$ cat src/rtl/core/ttb_pkg.sv
// Shared types, constants and codes of the token budget batcher.
package ttb_pkg;

  localparam int MAX_BATCH = 32;
  localparam int NCELL     = MAX_BATCH + 1;
  localparam int CNT_W     = $clog2(NCELL + 1);
  localparam int IDX_W     = 24;
  localparam int LEN_W     = 16;
  localparam int BUD_W     = 22;
  localparam int LIM_W     = 6;
  localparam int TOK_W     = CNT_W + 1 + LEN_W;
  localparam int CFG_IDX_W = 3;

  typedef enum logic [CFG_IDX_W-1:0] {
    REG_TOKEN_BUDGET   = 3'd0,
    REG_SENTENCE_LIMIT = 3'd1,
    REG_SIZE_MULTIPLE  = 3'd2,
    REG_LENGTH_LIMIT   = 3'd3
  } cfg_reg_t;

  typedef enum logic [2:0] {
    ST_IDLE,
    ST_EVAL,
    ST_DIV,
    ST_EMIT,
    ST_SCAN,
    ST_FLUSH
  } state_t;

  typedef struct packed {
    logic [IDX_W-1:0] sample_index;
    logic [LEN_W-1:0] source_length;
    logic [LEN_W-1:0] target_length;
    logic             final_sample;
  } in_word_t;

  typedef struct packed {
    logic [IDX_W-1:0] member_index;
    logic             batch_end;
    logic             run_last;
  } out_word_t;

  // Controls broadcast to every cell of the chain
  typedef struct packed {
    logic             shift;
    logic             load;
    logic             scan;
    logic [CNT_W-1:0] load_pos;
    logic [CNT_W-1:0] keep;
    logic [IDX_W-1:0] load_index;
    logic [LEN_W-1:0] load_length;
  } cell_ctrl_t;

endpackage

$ cat src/rtl/core/ttb_cell.sv
// One cell of the member chain: holds one member index and length.
module ttb_cell
  import ttb_pkg::*;
(
  input  logic             clk,
  input  cell_ctrl_t       ctrl,
  input  logic [CNT_W-1:0] pos,
  input  logic [IDX_W-1:0] nb_index,
  input  logic [LEN_W-1:0] nb_length,
  input  logic [LEN_W-1:0] mx_in,
  output logic [IDX_W-1:0] index_o,
  output logic [LEN_W-1:0] length_o,
  output logic [LEN_W-1:0] mx_o
);

  logic [IDX_W-1:0] index_r, index_nxt;
  logic [LEN_W-1:0] length_r, length_nxt;
  logic [LEN_W-1:0] mx_r, mx_nxt;
  logic [LEN_W-1:0] own_len;

  // Load the new word at its slot, or advance from the upper neighbour
  always_comb begin
    index_nxt  = index_r;
    length_nxt = length_r;
    if (ctrl.load && (ctrl.load_pos == pos)) begin
      index_nxt  = ctrl.load_index;
      length_nxt = ctrl.load_length;
    end else if (ctrl.shift) begin
      index_nxt  = nb_index;
      length_nxt = nb_length;
    end
  end

  // Pass the running maximum on towards the top of the chain
  always_comb begin
    own_len = (pos <= ctrl.keep) ? length_r : '0;
    mx_nxt  = mx_r;
    if (ctrl.scan) begin
      mx_nxt = (own_len > mx_in) ? own_len : mx_in;
    end
  end

  always_ff @(posedge clk) begin
    index_r  <= index_nxt;
    length_r <= length_nxt;
    mx_r     <= mx_nxt;
  end

  assign index_o  = index_r;
  assign length_o = length_r;
  assign mx_o     = mx_r;

endmodule

$ cat src/rtl/core/token_budget_batcher.sv
// Top level of the token budget batcher: control sequencer and member chain.
//
// Samples are taken one at a time and grouped into batches under a padded
// token budget. A sample that closes a batch passes through the remainder
// unit, which subtracts once per cycle; then the member chain shifts by
// one word per emitted member and the maximum is swept along the chain.
// A flush emits one word per open member. Results leave through a
// registered output; configuration writes are always taken and must only
// arrive while the block is idle.
module token_budget_batcher
  import ttb_pkg::*;
(
  input  logic                 clk,
  input  logic                 rst_n,
  input  logic                 in_valid,
  output logic                 in_stall,
  input  in_word_t             in_word,
  output logic                 out_valid,
  input  logic                 out_stall,
  output out_word_t            out_word,
  input  logic                 cfg_valid,
  output logic                 cfg_ready,
  input  logic [CFG_IDX_W-1:0] cfg_index,
  input  logic [BUD_W-1:0]     cfg_data
);

  state_t           state_r, state_nxt;
  logic [BUD_W-1:0] budget_r;
  logic [LIM_W-1:0] slimit_r, smult_r;
  logic [LEN_W-1:0] llimit_r;
  logic [CNT_W-1:0] cnt_r, cnt_nxt;
  logic [LEN_W-1:0] rmax_r, rmax_nxt;
  logic [TOK_W-1:0] tok_r, tok_nxt;
  logic [CNT_W-1:0] rem_r, rem_nxt;
  logic [CNT_W-1:0] mul_r, mul_nxt;
  logic [CNT_W-1:0] take_r, take_nxt;
  logic [CNT_W-1:0] k_r, k_nxt;
  logic             fin_r, fin_nxt;
  logic             out_valid_r, out_valid_nxt;
  out_word_t        out_word_r, out_word_nxt;

  logic [LEN_W-1:0] len, new_max;
  logic [CNT_W-1:0] lim, down, last_k;
  logic             can_push, full, end_m;
  cell_ctrl_t       ctrl;

  logic [IDX_W-1:0] c_index [NCELL];
  logic [LEN_W-1:0] c_length[NCELL];
  logic [LEN_W-1:0] c_mx    [NCELL];

  assign cfg_ready = 1'b1;
  assign in_stall  = (state_r != ST_IDLE);
  assign out_valid = out_valid_r;
  assign out_word  = out_word_r;
  assign can_push  = !out_valid_r || !out_stall;

  // Configuration registers
  always_ff @(posedge clk) begin
    if (!rst_n) begin
      budget_r <= BUD_W'(4096);
      slimit_r <= LIM_W'(32);
      smult_r  <= LIM_W'(1);
      llimit_r <= LEN_W'(1024);
    end else if (cfg_valid && cfg_ready) begin
      unique case (cfg_index)
        REG_TOKEN_BUDGET:   budget_r <= cfg_data;
        REG_SENTENCE_LIMIT: slimit_r <= cfg_data[LIM_W-1:0];
        REG_SIZE_MULTIPLE:  smult_r  <= cfg_data[LIM_W-1:0];
        REG_LENGTH_LIMIT:   llimit_r <= cfg_data[LEN_W-1:0];
        default: ;
      endcase
    end
  end

  // Member chain
  genvar g;
  generate
    for (g = 0; g < NCELL; g++) begin : g_cell
      logic [IDX_W-1:0] nb_i;
      logic [LEN_W-1:0] nb_l, mx_i;
      if (g == NCELL - 1) begin : g_top
        assign nb_i = '0;
        assign nb_l = '0;
      end else begin : g_mid
        assign nb_i = c_index[g+1];
        assign nb_l = c_length[g+1];
      end
      if (g == 0) begin : g_bot
        assign mx_i = '0;
      end else begin : g_up
        assign mx_i = c_mx[g-1];
      end
      ttb_cell u_cell (
        .clk       (clk),
        .ctrl      (ctrl),
        .pos       (CNT_W'(g)),
        .nb_index  (nb_i),
        .nb_length (nb_l),
        .mx_in     (mx_i),
        .index_o   (c_index[g]),
        .length_o  (c_length[g]),
        .mx_o      (c_mx[g])
      );
    end
  endgenerate

  // Sequencer
  always_comb begin
    len      = (in_word.source_length > in_word.target_length) ?
               in_word.source_length : in_word.target_length;
    new_max  = (len > rmax_r) ? len : rmax_r;
    lim      = ((slimit_r == '0) || (slimit_r > LIM_W'(MAX_BATCH))) ?
               CNT_W'(MAX_BATCH) : CNT_W'(slimit_r);
    full     = (cnt_r != '0) && ((cnt_r == lim) || (cnt_r >= CNT_W'(MAX_BATCH)) ||
               (tok_r > TOK_W'(budget_r)));
    down     = cnt_r - rem_r;
    last_k   = (state_r == ST_FLUSH) ? cnt_r : take_r;
    end_m    = (k_r + 1'b1) == last_k;

    state_nxt     = state_r;
    cnt_nxt       = cnt_r;
    rmax_nxt      = rmax_r;
    tok_nxt       = tok_r;
    rem_nxt       = rem_r;
    mul_nxt       = mul_r;
    take_nxt      = take_r;
    k_nxt         = k_r;
    fin_nxt       = fin_r;
    out_valid_nxt = out_valid_r && out_stall;
    out_word_nxt  = out_word_r;

    ctrl             = '0;
    ctrl.load_pos    = cnt_r;
    ctrl.keep        = cnt_r;
    ctrl.load_index  = in_word.sample_index;
    ctrl.load_length = len;

    unique case (state_r)
      ST_IDLE: begin
        if (in_valid) begin
          fin_nxt = in_word.final_sample;
          k_nxt   = '0;
          if (len <= llimit_r) begin
            rmax_nxt  = new_max;
            ctrl.load = 1'b1;
            tok_nxt   = TOK_W'(cnt_r + 1'b1) * TOK_W'(new_max);
            state_nxt = ST_EVAL;
          end else if (in_word.final_sample && (cnt_r != '0)) begin
            state_nxt = ST_FLUSH;
          end
        end
      end
      ST_EVAL: begin
        if (full) begin
          rem_nxt   = cnt_r;
          mul_nxt   = (smult_r == '0) ? CNT_W'(1) : CNT_W'(smult_r);
          state_nxt = ST_DIV;
        end else begin
          cnt_nxt   = cnt_r + 1'b1;
          state_nxt = fin_r ? ST_FLUSH : ST_IDLE;
        end
      end
      // Remainder by repeated subtraction, one step a cycle
      ST_DIV: begin
        if (rem_r >= mul_r) begin
          rem_nxt = rem_r - mul_r;
        end else begin
          take_nxt  = (down > rem_r) ? down : rem_r;
          k_nxt     = '0;
          state_nxt = ST_EMIT;
        end
      end
      ST_EMIT, ST_FLUSH: begin
        if (can_push) begin
          out_valid_nxt             = 1'b1;
          out_word_nxt.member_index = c_index[0];
          out_word_nxt.batch_end    = end_m;
          out_word_nxt.run_last     = end_m && ((state_r == ST_FLUSH) || !fin_r);
          ctrl.shift                = 1'b1;
          k_nxt                     = k_r + 1'b1;
          if (end_m) begin
            k_nxt = '0;
            if (state_r == ST_EMIT) begin
              cnt_nxt   = cnt_r - take_r;
              state_nxt = ST_SCAN;
            end else begin
              cnt_nxt   = '0;
              rmax_nxt  = '0;
              state_nxt = ST_IDLE;
            end
          end
        end
      end
      // Sweep the maximum along the chain, then close the step
      ST_SCAN: begin
        if (k_r == CNT_W'(NCELL)) begin
          rmax_nxt  = c_mx[NCELL-1];
          cnt_nxt   = cnt_r + 1'b1;
          k_nxt     = '0;
          state_nxt = fin_r ? ST_FLUSH : ST_IDLE;
        end else begin
          ctrl.scan = 1'b1;
          k_nxt     = k_r + 1'b1;
        end
      end
      default: state_nxt = ST_IDLE;
    endcase
  end

  always_ff @(posedge clk) begin
    if (!rst_n) begin
      state_r     <= ST_IDLE;
      cnt_r       <= '0;
      rmax_r      <= '0;
      k_r         <= '0;
      fin_r       <= 1'b0;
      out_valid_r <= 1'b0;
    end else begin
      state_r     <= state_nxt;
      cnt_r       <= cnt_nxt;
      rmax_r      <= rmax_nxt;
      k_r         <= k_nxt;
      fin_r       <= fin_nxt;
      out_valid_r <= out_valid_nxt;
    end
  end

  always_ff @(posedge clk) begin
    tok_r      <= tok_nxt;
    rem_r      <= rem_nxt;
    mul_r      <= mul_nxt;
    take_r     <= take_nxt;
    out_word_r <= out_word_nxt;
  end

  // The open batch never outgrows the chain
  a_cnt_bound: assert property (@(posedge clk) disable iff (!rst_n)
    cnt_r <= CNT_W'(MAX_BATCH))
    else $error("member count above chain capacity");

  // An emission always takes at least one member and no more than are open
  a_take_range: assert property (@(posedge clk) disable iff (!rst_n)
    (state_r == ST_EMIT) |-> ((take_r != '0) && (take_r <= cnt_r)))
    else $error("emission size out of range");

  // The last member of a batch emission is followed by the maximum sweep
  a_emit_scan: assert property (@(posedge clk) disable iff (!rst_n)
    ((state_r == ST_EMIT) && can_push && end_m) |=> (state_r == ST_SCAN))
    else $error("maximum sweep skipped after emission");

  // A flush leaves an empty batch with no running maximum
  a_flush_clear: assert property (@(posedge clk) disable iff (!rst_n)
    ((state_r == ST_FLUSH) && can_push && end_m) |=> ((cnt_r == '0) && (rmax_r == '0)))
    else $error("flush left state behind");

endmodule

$ cat config.mk
export PLATFORM = sky130hd
export DESIGN_NAME = token_budget_batcher
export DESIGN_NICKNAME = d
export VERILOG_FILES = /design/src/rtl/core/ttb_pkg.sv /design/src/rtl/core/ttb_cell.sv /design/src/rtl/core/token_budget_batcher.sv
export SDC_FILE = /design/constraint.sdc
export NUM_CORES = 2
export LEC_CHECK = 0
export CORE_MARGIN = 2
export CORE_UTILIZATION = 52
export CTS_BUF_LIST = sky130_fd_sc_hd__clkbuf_4
export DETAILED_ROUTE_END_ITERATION = 10
export DONT_BUFFER_PORTS = 1
export PLACE_DENSITY = 0.67
export RECOVER_POWER = 50
export SLEW_MARGIN = 20
export SYNTH_ARGS = -nofsm -noshare
export SYNTH_HDL_FRONTEND = slang
export SYNTH_HIERARCHICAL = 1
export SYNTH_SLANG_ARGS = --single-unit
export TNS_END_PERCENT = 1
$ cat constraint.sdc
create_clock -name clk -period 12.5 [get_ports clk]
set_input_delay 1.25 -clock clk [delete_from_list [all_inputs] [get_ports clk]]
set_output_delay 1.25 -clock clk [all_outputs]
set_load 0.01 [all_outputs]
==> impl_metrics.json <==
{
  "outcome": "complete, but fails checks",
  "violations": "capacitance limit, slew limit",
  "postLayoutCoreUtil_pct": 57.4,
  "worstPathArrival_ps": 12140,
  "globalplace.congestion": 0.908,
  "p_leak_nw": 49.2,
  "synthCells": 9841,
  "drive_above_1_share_pct": 22.2,
  "vias": 85219,
  "period_share_pct": 89.3,
  "synth_edf_count": 1915,
  "ant_nets": 0,
  "core_sq_um": 230000,
  "slew_headroom_pct": -200,
  "wl_met1_um": 153000,
  "synth_flop_cell": "edfxtp_1",
  "nFillCells": 19020,
  "post_cts_buffers": 0,
  "first_pass_iters": 8,
  "grt_overflow": 0,
  "synth_top_area_cell": "edfxtp_1",
  "clock.fmax_mhz": 89.6,
  "fin_nets": 11663,
  "startpoint_type": "input pin",
  "grt_pass1_wl_um": 517000,
  "cts_tree": "built",
  "clock-root-buffer": "clkbuf_4",
  "grt_pass1_vias": 83664,
  "wl_met3_um": 33500,
  "ys_warn_count": 6,
  "wl_met2_um": 150000,
  "synth_area_leaders": "edfxtp_1 (48%), mux2_2 (13%), ha_1 (9.0%)",
  "max-cap-violations": 38,
  "pwr_density_cell_nw_per_um2": 182,
  "cts.clk_slew.worst_paths_ps": 60,
  "worstPathMaxFanout": 41,
  "clk_latency_ps": 1420,
  "regToRegSetupSlack_ps": 2220,
  "slew_violations": 1608,
  "tightestPinTransition_ps": 4490,
  "io_pins": 116,
  "rows": 176,
  "netlist_area_sq_um": 120000,
  "r2r_cells": 7,
  "worstPathRequired_ps": 13480,
  "routedWlPerCell_um": 24.6,
  "drcViolationCount": 0,
  "whs_path_depth": 1,
  "portBuffers": 0,
  "cts_repair_resize_count": 0,
  "antenna_found_initial": 25,
  "hold_viol_final": 0,
  "htree_levels": 6,
  "clock_skew_ps": 113,
  "top_layer_used": "met5",
  "synth-seq-area-share_pct": 49.2,
  "holdCritPathClass": "in2reg",
  "grt_max_degree": 166,
  "grtUsageTotal_pct": 28.6,
  "synth_top_area_share_pct": 47.8,
  "drtIter0Drc": 9474,
  "die-area_sq_um": 235000,
  "syn_area_per_cell_sq_um": 12.2,
  "rsz0062_at_grt": "no",
  "start_util_pct": 52.3,
  "fp.dieW_um": 485,
  "worst_ir_drop_vdd_mv": 0.123,
  "die_h_um": 485,
  "synth.distinct_cells": 94,
  "ctsLongestPathBuffers": 4,
  "postCtsHoldBufs": 101,
  "path_class": "in2reg",
  "cts_buffers": 558,
  "hpwlAfterDp_um": 209000,
  "routed_wl_um": 345000,
  "worstSetupEndpointType": "flip-flop",
  "cts_num_sinks": 1998,
  "syn_to_final_growth_pct": 9.70,
  "setup_tns_ps": 0,
  "via_per_inst": 6.07,
  "ys_async_sr_fraction_pct": 0,
  "period_needed_ps": 11160,
  "setup-violations-final": 0,
  "synth-seq-cells": 1998
}
[power by group]
| part | internal (W) | total [W] | switching [W] |
|---|---|---|---|
| Clock | 0.00304 | 0.00590 | 0.00286 |
| Sequential | 0.00894 | 0.00955 | 0.000613 |
| Combinational | 0.00325 | 0.00858 | 0.00533 |
| Total | 0.0152 | 0.0240 | 0.00880 |
[per-layer routing]
layer / global-route usage, % / vias to the layer above
met1: 41.9 / 42243
met5: 0 / -
met2: 42.9 / 4024
met3: 6.02 / 528
li1: - / 38416
met4: 7.84 / 8
[final timing paths]
path                                                    from                      endpoint
worst max-delay path                             in_word[15]  g_cell[2].u_cell/index_o[14]
worst min-delay path                             in_word[37]  g_cell[29].u_cell/index_o[4]
worst max register to register                    state_r[1]     g_cell[0].u_cell/mx_o[12]
worst min register to register  g_cell[0].u_cell/index_o[15]                  out_word[17]
[per-stage QoR]
step / instances / hold WS [ps] / power, W / cell area (sq um) / setup WS (ps)
floorplan: 10309 / 400 / 0.0161 / 122000 / 2980
global placement: 13001 / 402 / 0.0179 / 125000 / 942
detailed placement: 13001 / 405 / 0.0182 / 125000 / 908
CTS: 14013 / 0.162 / 0.0243 / 133000 / 2390
global route: 14025 / 52.7 / 0.0255 / 132000 / 896
finish: 14039 / 157 / 0.0240 / 132000 / 1340
[sequential cells by signal (all words and copies together), names as in the netlist]
signal,flops
smult_r,6
fin_r,1
out_word,26
take_r,6
g_cell.u_cell/length_o,528
cnt_r,6
g_cell.u_cell/index_o,792
tok_r,23
k_r,6
budget_r,22
llimit_r,16
rmax_r,16
out_valid,1
slimit_r,6
state_r,3
rem_r,6
mul_r,6
g_cell.u_cell/mx_o,528
[Yosys cell counts (40+ instances only)]
cell / instances
o211ai_1: 40
o21ai_0: 198
dfxtp_1: 83
nor2_1: 167
or2_2: 74
buf_2: 159
nor4_1: 325
and2_1: 303
nand2b_1: 56
ha_1: 863
nor3_1: 84
clkbuf_1: 269
mux2_4: 117
nor2b_1: 258
xnor2_1: 124
a21oi_1: 344
nand4_1: 174
xor2_1: 121
mux2i_1: 43
a21o_1: 43
fa_1: 72
inv_1: 919
mux2_2: 1413
o21ai_1: 223
nand3_1: 378
edfxtp_1: 1915
a32oi_1: 320
nand2_1: 277
[placed cells by master (no fill, tap or decap), drive strengths merged, types with 22 or more instances in the layout]
cell type    instances
a21boi              48
a21o                63
a21oi              354
a32oi              320
and2               304
and3                28
buf                122
clkbuf             813
clkinv             128
conb               470
dfxtp               83
dlygate4sd3         78
edfxtp            1915
fa                  72
ha                 863
inv                929
mux2              1530
mux2i               49
nand2              277
nand2b              56
nand3              379
nand4              207
nor2               168
nor2b              258
nor3                85
nor4               338
nor4b               22
o211ai              40
o21ai              421
o21bai              25
or2                 78
or4                 22
xnor2              124
xor2               121
[critical path: stages]
cell and delay (ps):
inv_1 30, ha_1 290, nand4_1 440, a211oi_1 390, o22ai_1 140, a21oi_1 1210, clkbuf_1 440, mux2_1 260
buf_4 710, ha_1 410, a21oi_1 150, o21ai_0 130, a221o_1 350, o31a_1 290, nor2_1 680, clkbuf_1 1310
nand4_1 360, nor4_4 310, clkbuf_1 1760, or2_2 1080
[cells by family (layout without fill, tap and decap cells)]
group | after synthesis | after routing | share of synthesized area (%)
and+or+nand+nor | 2258 | 2258 | 10.8
DFF | 1998 | 1998 | 49.2
muxes | 1579 | 1579 | 15.1
AOI/OAI and AO/OA | 1421 | 1421 | 7.94
buffers and inverters | 1402 | 2085 | 4.95
adders and majority gates | 935 | 935 | 10.2
xor gates and xnor gates | 246 | 246 | 1.80
other | 2 | 491 | 0.00625
[area by class of cell]
cell class,instances,area (sq um),share of cell area (%)
flip-flops and latches,1998,59200,44.9
multi-input cells,6909,56600,42.9
clock buffers,759,5700,4.32
well taps,3026,3790,2.87
inverters,920,3450,2.62
repair buffers,254,2220,1.68
clock inverters,152,923,0.700
diodes,21,52.6,0.0398
Power figures use the tool's default switching activity.
